<file path="config.mk">
export PLATFORM = sky130hd
export DESIGN_NAME = cei_norm_cell
export DESIGN_NICKNAME = d
export VERILOG_FILES = /design/src/complete_elliptic_integrals_defines.svh /design/src/cei_pkg.sv /design/src/cei_norm_cell.sv
export SDC_FILE = /design/constraint.sdc
export NUM_CORES = 1
export LEC_CHECK = 0
export ABC_CLOCK_PERIOD_IN_PS = 800
export BUFFER_PORTS_ARGS = -buffer_cell sky130_fd_sc_hd__buf_2
export CAP_MARGIN = 10
export CORE_AREA = 4 4 248 250
export CTS_BUF_LIST = sky130_fd_sc_hd__clkbuf_8 sky130_fd_sc_hd__clkbuf_16
export CTS_CLUSTER_SIZE = 12
export DETAILED_ROUTE_END_ITERATION = 8
export DIE_AREA = 0 0 252 254
export GPL_ROUTABILITY_DRIVEN = 0
export PLACE_DENSITY_LB_ADDON = 0.2
export SYNTH_ARGS = -nofsm -noshare
export SYNTH_HDL_FRONTEND = slang
export SYNTH_SLANG_ARGS = --single-unit
</file>
<file path="constraint.sdc">
create_clock -name clk -period 0.8 [get_ports clk]
set_input_delay 0.04 -clock clk [delete_from_list [all_inputs] [get_ports clk]]
set_output_delay 0.04 -clock clk [all_outputs]
set_load 0.1 [all_outputs]
</file>
<file path="src/complete_elliptic_integrals_defines.svh">
// Assertion macros for the complete elliptic integral block.
// Used by the top level; needs clk and rst_n in the including scope.
`ifndef COMPLETE_ELLIPTIC_INTEGRALS_DEFINES_SVH
`define COMPLETE_ELLIPTIC_INTEGRALS_DEFINES_SVH

// same-cycle implication
`define CEI_ASSERT_NOW(label, ante, cons, msg) \
    label: assert property (@(posedge clk) disable iff (!rst_n) (ante) |-> (cons)) \
        else $error(msg);

// next-cycle implication
`define CEI_ASSERT_NEXT(label, ante, cons, msg) \
    label: assert property (@(posedge clk) disable iff (!rst_n) (ante) |=> (cons)) \
        else $error(msg);

`endif

</file>
<file path="src/cei_pkg.sv">
// Package for the complete elliptic integral block: constants, item record,
// coefficient tables and fixed-point conversion. No dependencies.
package cei_pkg;

    localparam int FRAC_BITS_DEF = 32;
    localparam int IF_BITS       = 56;
    localparam int WORD_W        = 64;
    localparam int EXP_W         = 6;
    localparam logic [63:0] DEC_SCALE = 64'd1000000000000000000;

    localparam int TAB_KP = 0;
    localparam int TAB_KQ = 1;
    localparam int TAB_EP = 2;
    localparam int TAB_EQ = 3;

    localparam logic [1:0] STAT_OK     = 2'd0;
    localparam logic [1:0] STAT_DOMAIN = 2'd1;
    localparam logic [1:0] STAT_SING   = 2'd2;

    typedef struct packed {
        logic                 valid;
        logic                 want_e;
        logic                 spec;
        logic [1:0]           status;
        logic [EXP_W-1:0]     e;
        logic [IF_BITS-1:0]   frac;
        logic [WORD_W-1:0]    x;
        logic [WORD_W-1:0]    g;
        logic [WORD_W-1:0]    p;
        logic [WORD_W-1:0]    q;
    } cei_item_t;

    // coefficients scaled by 10^18, highest power first
    function automatic logic [63:0] dec_coef(input int tab, input int j);
        logic [63:0] c;
        c = 64'd0;
        case (tab)
            TAB_KP:
                case (j)
                    0: c = 64'd137982864606273;
                    1: c = 64'd2280257240058756;
                    2: c = 64'd7974040132204152;
                    3: c = 64'd9858213790212260;
                    4: c = 64'd6874896874499499;
                    5: c = 64'd6189010336376876;
                    6: c = 64'd8790782739527438;
                    7: c = 64'd14938044891680525;
                    8: c = 64'd30885146524671200;
                    9: c = 64'd96573590281169013;
                    10: c = 64'd1386294361119890625;
                    default: c = 64'd0;
                endcase
            TAB_KQ:
                case (j)
                    0: c = 64'd29407895504860;
                    1: c = 64'd914184723865917;
                    2: c = 64'd5940583037531678;
                    3: c = 64'd15485051664976240;
                    4: c = 64'd23908960271592489;
                    5: c = 64'd30120471522760405;
                    6: c = 64'd37377431417382323;
                    7: c = 64'd48828034757099824;
                    8: c = 64'd70312499696395747;
                    9: c = 64'd124999999999870820;
                    10: c = 64'd500000000000000000;
                    default: c = 64'd0;
                endcase
            TAB_EP:
                case (j)
                    0: c = 64'd153552577301013;
                    1: c = 64'd2508884921636021;
                    2: c = 64'd8687868165658896;
                    3: c = 64'd10735094905607619;
                    4: c = 64'd7773954925167871;
                    5: c = 64'd7583952894135147;
                    6: c = 64'd11568843681057413;
                    7: c = 64'd21831799601555725;
                    8: c = 64'd56805194561786055;
                    9: c = 64'd443147180560990851;
                    10: c = 64'd1000000000000000003;
                    default: c = 64'd0;
                endcase
            TAB_EQ:
                // the tenth step is the extra multiply by x, with nothing added
                case (j)
                    0: c = 64'd32795489857649;
                    1: c = 64'd1009627926793567;
                    2: c = 64'd6506094899769275;
                    3: c = 64'd16886216399331132;
                    4: c = 64'd26176974245449366;
                    5: c = 64'd33483390488822492;
                    6: c = 64'd42718092651893151;
                    7: c = 64'd58593663447110106;
                    8: c = 64'd93749999719764428;
                    9: c = 64'd249999999999888314;
                    default: c = 64'd0;
                endcase
            default: c = 64'd0;
        endcase
        return c;
    endfunction

    // round-half-up(a * 2^56 / 10^18); only ever called on constants
    function automatic logic [63:0] dec_to_q(input logic [63:0] a);
        logic [63:0] r;
        logic [63:0] q;
        logic        b;
        int          i;
        r = 64'd0;
        q = 64'd0;
        for (i = 63 + IF_BITS + 1; i >= 0; i--) begin
            b = 1'b0;
            if (i >= IF_BITS + 1)
                b = a[i-(IF_BITS+1)];
            r = {r[62:0], b};
            q = {q[62:0], 1'b0};
            if (r >= DEC_SCALE)
            begin
                r = r - DEC_SCALE;
                q[0] = 1'b1;
            end
        end
        return (q + 64'd1) >> 1;
    endfunction

    localparam logic [63:0] LN2_Q = dec_to_q(64'd693147180559945309);

endpackage

</file>
<file path="src/cei_norm_cell.sv">
// Normalising cell: shifts g left by SHIFT when its top SHIFT bits are clear.
// Depends on cei_pkg.
module cei_norm_cell
    import cei_pkg::*;
#(
    parameter int SHIFT = 1
)
(
    input  logic      clk,
    input  logic      rst_n,
    input  logic      en,
    input  cei_item_t item_in,
    output cei_item_t item_out
);

    cei_item_t item_reg, item_next;

    always_comb
    begin
        item_next = item_in;
        if (item_in.g[IF_BITS -: SHIFT] == '0)
        begin
            item_next.g = item_in.g << SHIFT;
            item_next.e = item_in.e + EXP_W'(SHIFT);
        end
    end

    always_ff @(posedge clk or negedge rst_n)
    begin
        if (!rst_n)
            item_reg.valid <= 1'b0;
        else if (en)
            item_reg <= item_next;
    end

    assign item_out = item_reg;

endmodule

</file>
# [Word level (Yosys, flattened, before mapping)]
# Index checks and enable logic that the tools add are counted.
[classes] add_sub_neg=1 multipliers=0 div=0 order_cmp=0 n_eq_ne=0 n_shift=0 muxes=2 bitwise=0 n_reduce_logical=1
[op_table] operator="$mux 64" count=1
[op_table] operator="$add 6x1->6 const B" count=1
[op_table] operator="$mux 6" count=1
[op_table] operator="$reduce_and 2->1" count=1
[totals] register_bits=323 latch_bits=0 ramBits=0 romBits=0 in_bits=326 output_inout_bits=323 word_cells=16 memories=0

# [Depth between registers and ports, before layout]
# Gate-level depths: netlist of run 1.
[logic_depth] ltp_word=2 depth_mapped=5 mapped_depth_nobuf=3

# [Worst setup path after synthesis of run 1]
# Ideal clock, no wire load.
[synth_path] path_type="in2reg" from="input en" to="register item_reg (netlist bit item_out[0]), enable pin" setup_ns=0.723 arrival_ns=7.297 t_required_ns=0.077 path_slack_ns=-7.220 cell_stages=1 n_path_buf=0 path_cell_list="and2_1"
[synth_between] elab_chain_len=1
[synth_lines] item="start: declaration" line_no="cei_norm_cell.sv:11" text="input logic en,"
[synth_lines] item="$reduce_and 2->1 (no line)"
[synth_lines] item="end signal: assignment" line_no="cei_norm_cell.sv:33" text="item_reg <= item_next;"
[synth_lines] item="end: declaration" line_no="cei_norm_cell.sv:16" text="cei_item_t item_reg, item_next;"
# Every way passes these cells.
# A chain may end at the register's enable or synchronous reset.

# [Worst setup path in the final report of run 1]
[layout_path] from="register item_reg (netlist bit item_out[322])" to="output item_out[322] (netlist name)"
[layout_lines] item="end: declaration" line_no="cei_norm_cell.sv:13" text="output cei_item_t item_out"
# No word-level cell between the ends.

==> results.md, run 1 <==
- Status: complete, but fails checks
- Failing checks: hold timing, setup timing
- Row Count: 89
- Drc violations: 0
- Root Buffer: clkbuf_16
- DP Worst Slack: -0.325 ns
- Tmin final: 1.34 ns
- Unique masters post-synth: 15
- Max Fanout on Critical Path: 2
- Fin. max-slew vios: 0
- LEAKAGE: a little over 10 nW
- Cell Count, Final, Fillers Out: between 2,000 and 2,500
- Unrepaired setup endpoints after global routing: yes
- R2R depth: 1
- Sink Count: about 320
- Gr ovfl total: 0
- Max-Cap Viols: 0
- Synth Net Count: 736
- WS Path Type: register to output pin
- Layout cell share with drive strength beyond 1: 0.545
- Die X: around 250 µm
- Area after DPL: between 20,000 and 25,000 µm²
- Post-CTS Setup Repair Bufs: 0
- Initial Utilization: 0.179
- Pwr dens: about 2200 nW/µm²
- Crit end category: output pin
- Clk_lat worst skew: between 0.5 and 0.6 ns
- Slew headroom: 0.832
- Least-Margin Pin Slew: between 0.2 and 0.3 ns
- R2r endpoint: item_out[322]
- Endpoints failing hold: 1
- Routed via count: about 8,000
- Setup crit start kind: register
- Layout Area Growth over Synthesis: 133%
- Data required, critical path: 0.76 ns
- Worst r2r src: item_out[322]
- Worst hold margin: -0.0325 ns
- Total wire length: around 43,000 µm
- Mapped Avg Cell Area: about 26 µm²
- CTS tree: built
- Sequential-to-total area share from yosys stat: 0.915
- Vias in the first global route: between 8,000 and 9,000
- Max Clock Freq: approximately 750 MHz
- Cts hold-fix bufs: 325
- Worst EP arrival: ~1.3 ns
- Power Total: around 54 mW
- Share of Yosys cell area claimed by the top area cell type: 0.913
- Io pins: roughly 650
- Fin crit share: 1.68
- Total CTS buffers: 39
- Setup Viol. Count Final: between 300 and 400
- Worst hold path startpoint: item_in[313]
- # placed instances: 1,860
- Skew final: 0 ns
- Vias/cell: ~3.6
- Core Area: approximately 59,000 µm²
- Clk pin slew, worst setup/hold paths: 0.06 ns
- Hold Crit Class: input pin to register
- DIE AREA: 64,000 µm²
- Clock Path Buffers: 3
- Iter 0 DRT Violations: roughly 200
- DR WL/cell: about 19 µm
- First-pass GRT wire length: approximately 60,000 µm
- Worst VDD drop: about 1.5 mV
- Final antenna-violating net count: 0
- Hold endpoint: item_out[313]
- Largest net degree at the start of global routing: 32
- Reg2reg setup slack: -0.05 ns
- Pre-antenna DRT Iters: 6
- Hold Crit Depth: 3
- Post-Synthesis Cells: 409
- FF+latch count, synth: ~320
- Number of flip-flops in the largest register: ~320
- All-Layer GR Usage: 0.127
- Port Buf Inserts: 648
- Final #Nets: 1,779
- Synthesized cell area: 10,600 µm²
- Ys Warns: 0
- H-tree depth reported by CTS: 2
- Final worst setup slack: -0.541 ns
- Final HPWL DP: 33,800 µm
- Chip Height: ~250 µm
- Initial antenna violation count: 2
- Cell taking the most area after synthesis: edfxtp_1
- Design Area, Final: around 25,000 µm²
- Synth area leaders: edfxtp_1, mux2_2, xnor2_1
-- synthesized netlist by cell type (all sizes together) --
| cell type | number |
|---|---|
| xor2 | 1 |
| nand2b | 1 |
| and2 | 3 |
| mux2 | 63 |
| buf | 8 |
| xnor2 | 4 |
| nor2 | 1 |
| ha | 1 |
| or2 | 1 |
| nand2 | 1 |
| edfxtp | 322 |
| dfrtp | 1 |
| nand4b | 2 |
-- area by class of cell --
class	count	area, µm²
multi-input combinational	78	1080
sequential	323	9700
fill	5280	34300
antenna	1	2.50
clock buffer	43	1030
timing repair buffer	1010	11700
tap	773	967
clock inverter	24	204
-- cell families after synthesis --
group | count (synthesis) | share of synthesized area
xor gates and xnor gates | 5 | 0.00413
adders and majority gates | 1 | 0.00118
buffers and inverters | 8 | 0.00555
DFF | 323 | 0.915
muxes | 63 | 0.0670
and+or+nand+nor | 9 | 0.00697
-- power breakdown --
| part | internal [mW] | leakage [nW] | switching (mW) |
|---|---|---|---|
| clock network | 10.4 | 0.645 | 6.64 |
| logic | 6.25 | 6.47 | 10.0 |
| registers | 20.0 | 3.03 | 0.932 |
-- cells in the final DEF (no fill, tap or decap), types with 2 or more instances in the layout --
master	count
and2_1	2
buf_12	332
buf_2	324
buf_4	29
bufinv_16	4
clkbuf_16	39
clkbuf_8	4
clkinv_1	6
clkinv_2	3
dlygate4sd3_1	324
edfxtp_1	322
inv_1	10
mux2_4	62
xnor2_1	4
-- worst max path at each step --
stage / start / slack (ns) / depth (start not counted) / endpoint
detailed placement: rst_n / -0.33 / 4 / item_out[175]
floorplan: rst_n / -1.93 / 1 / item_out[0]
global placement: rst_n / -0.31 / 4 / item_out[163]
global route: item_out[322] / -0.59 / 2 / item_out[322]
finish: item_out[322] / -0.54 / 2 / item_out[322]
CTS: item_out[322] / -0.58 / 2 / item_out[322]
-- timing repair --
| item | 4_1_cts | 5_1_grt |
|---|---|---|
| hold endpoints to repair | 324 | 1 |
| resized for setup | 1 | 0 |
| setup endpoints to repair | 324 | 328 |
| pin swaps | 0 | 0 |
-- critical path: stages, from the launching register on --
cell	delay, ns
dfrtp_4	0.48
buf_6	0.13
buf_12	0.16
-- stage by stage --
stage / TNS (ns) / utilization
3_3_place_gp: -100.70 / 0.343
5_1_grt: -140.96 / 0.419
4_1_cts: -138.85 / 0.419
3_5_place_dp: -102.00 / 0.343
6_report: -121.13 / 0.419
2_1_floorplan: -670.67 / -
-- routing by layer --
metal,GRT usage,vias up,part of all wire
met5,0,-,0
met4,0.0337,0,0.022
met3,0.0562,56,0.10
met2,0.233,397,0.53
met1,0.131,3838,0.34
li1,-,3742,-
Note: power is estimated with default switching activity, not from simulation.
==> run 2: changes to the inputs <==
- CTS_CLUSTER_DIAMETER: unset -> 120
- RECOVER_POWER: unset -> 25
==> run 2 against run 1 <==
The run still ends with hold timing, setup timing left. Sequential power is essentially flat. Setup slack lost 0.033 ns. Sequential cell count is the same. Maximum frequency shrank 2.4%. Worst hold slack lost 0.027 ns. Die area is the same. Clock skew is the same. Wire length shrank 0.43%. Largest power group unchanged.
==> results.md, run 2 (synthesis results as in run 1) <==
- Status: complete, but fails checks
- Failing checks: hold timing, setup timing
- Chip Height: about 250 µm
- Worst hold path startpoint: item_in[312]
- Hold Crit Depth: 3
- Total wire length: 42,900 µm
- Reg2reg setup slack: -0.05 ns
- Endpoints failing hold: 1
- Commonest non-fill, non-tap cell in the layout: buf_12
- Core Area: roughly 60,000 µm²
- Sink Count: about 320
- CP peak stage delay: between 0.4 and 0.5 ns
- Clk pin slew, worst setup/hold paths: about 0.060 ns
- Design Area, Final: 24,300 µm²
- First-pass GRT wire length: around 59,000 µm
- Initial Utilization: 0.179
- Final #Nets: between 1,500 and 2,000
- Max Clock Freq: between 700 and 800 MHz
- Number of flip-flops in the largest register: around 320
- Drc violations: 0
- Initial antenna violation count: 3
- Crit end category: output pin
- H-tree depth reported by CTS: 1
- Least-Margin Pin Slew: between 0.7 and 0.8 ns
- Sequential cell area: 9700 µm²
- LEAKAGE: slightly below 10 nW
- Clk_lat worst skew: 0.57 ns
- Unrepaired setup endpoints after global routing: yes
- R2r endpoint: item_out[322]
- Worst VDD drop: around 1.4 mV
- Pwr dens: slightly above 2000 nW/µm²
- Layout cell share with drive strength beyond 1: 0.530
- Die X: 252 µm
- CTS tree: built
- Final-layout fill cell count: 5,317
- Skew final: 0 ns
- Max Fanout on Critical Path: 2
- Worst hold margin: -0.0599 ns
- Iter 0 DRT Violations: about 230
- Layout Area Growth over Synthesis: 129%
- Setup Viol. Count Final: between 600 and 700
- R2R depth: 1
- Area after DPL: between 20,000 and 25,000 µm²
- Hold Crit Class: input pin to register
- Tmin final: roughly 1.4 ns
- Vias in the first global route: between 8,000 and 9,000
- Routed via count: ~8,000
- Vias/cell: between 3 and 4
- Final HPWL DP: approximately 34,000 µm
- Pre-antenna DRT Iters: 6
- WS Path Type: register to output pin
- Row Count: between 80 and 90
- Worst EP arrival: about 1.3 ns
- Largest net degree at the start of global routing: 32
- Slowest cell on crit path: dfrtp_4
- Worst r2r src: item_out[322]
- DIE AREA: approximately 64,000 µm²
- Io pins: 649
- Hold endpoint: item_out[313]
- Data required, critical path: about 0.76 ns
- Fin. max-slew vios: 0
- DR WL/cell: roughly 19 µm
- Clock Path Buffers: 3
- Setup crit start kind: register
- Max-Cap Viols: 0
- Slew headroom: 0.532
- Post-layout util: 0.411
- Cell breakdown of the critical path: buf_6 > buf_12
- All-Layer GR Usage: 0.125
- Final worst setup slack: -0.574 ns
- Root Buffer: clkbuf_16
- DP Worst Slack: -0.325 ns
- Most frequent cells in the layout: buf_12, dlygate4sd3_1, edfxtp_1, buf_2, mux2_4
- Fin crit share: 1.72
- Port Buf Inserts: 648
- Final antenna-violating net count: 0
- Multi-input gate area: approximately 1100 µm²
- Total CTS buffers: 30
- Power Total: roughly 50 mW
- Gr ovfl total: 0
run 2: cell type report:
type,instances,share of cell area
clock buffers,31,0.0320
multi-input cells,78,0.0443
repair buffers,1010,0.482
flip-flops and latches,323,0.400
diodes,1,0.000103
well taps,773,0.0399
clock inverters,12,0.00186
run 2: stage by stage:
| stage | hold WS, ns | cells | setup TNS [ns] |
|---|---|---|---|
| floorplan | -0.256 | 409 | -670.67 |
| global placement | -0.176 | 1860 | -100.70 |
| detailed placement | -0.175 | 1860 | -102.00 |
| CTS | -0.0416 | 2228 | -150.52 |
| global route | -0.0854 | 2228 | -209.97 |
| finish | -0.0599 | 2228 | -170.85 |
run 2: what timing repair did:
action	CTS	global route
gates resized for setup	1	0
buffers inserted	0	0
hold buffers	325	1
hold endpoints to repair	324	6
endpoints found under the setup margin	324	327
run 2: worst max path at each step:
stage                              from             to  slack, ns  cells after the start
after floorplan                   rst_n    item_out[0]      -1.93                      1
after global placement            rst_n  item_out[163]      -0.31                      4
after detailed placement          rst_n  item_out[175]      -0.33                      4
after CTS                 item_out[322]  item_out[322]      -0.63                      2
after global routing      item_out[322]  item_out[322]      -0.63                      2
final                     item_out[322]  item_out[322]      -0.57                      2
run 2: worst max-delay path, delay by kind of cell, from the launching register on:
family | cells | cell delay [ns]
buffers and inverters | 2 | 0.28
flip-flops | 1 | 0.48
run 2: power by group:
| group | internal (mW) | leakage [nW] | switching [mW] |
|---|---|---|---|
| Combinational | 6.22 | 6.42 | 10.0 |
| Sequential | 20.0 | 3.03 | 0.932 |
| Clock | 6.81 | 0.446 | 5.86 |
run 2: layer usage:
layer / routed length [µm] / track usage / share of wire / up-vias
li1: - / - / - / 3707
met1: 14700 / 0.130 / 0.34 / 3800
met2: 22900 / 0.234 / 0.53 / 392
met3: 4200 / 0.0476 / 0.098 / 62
met4: 1150 / 0.0367 / 0.027 / 0
met5: 0 / 0 / 0 / -
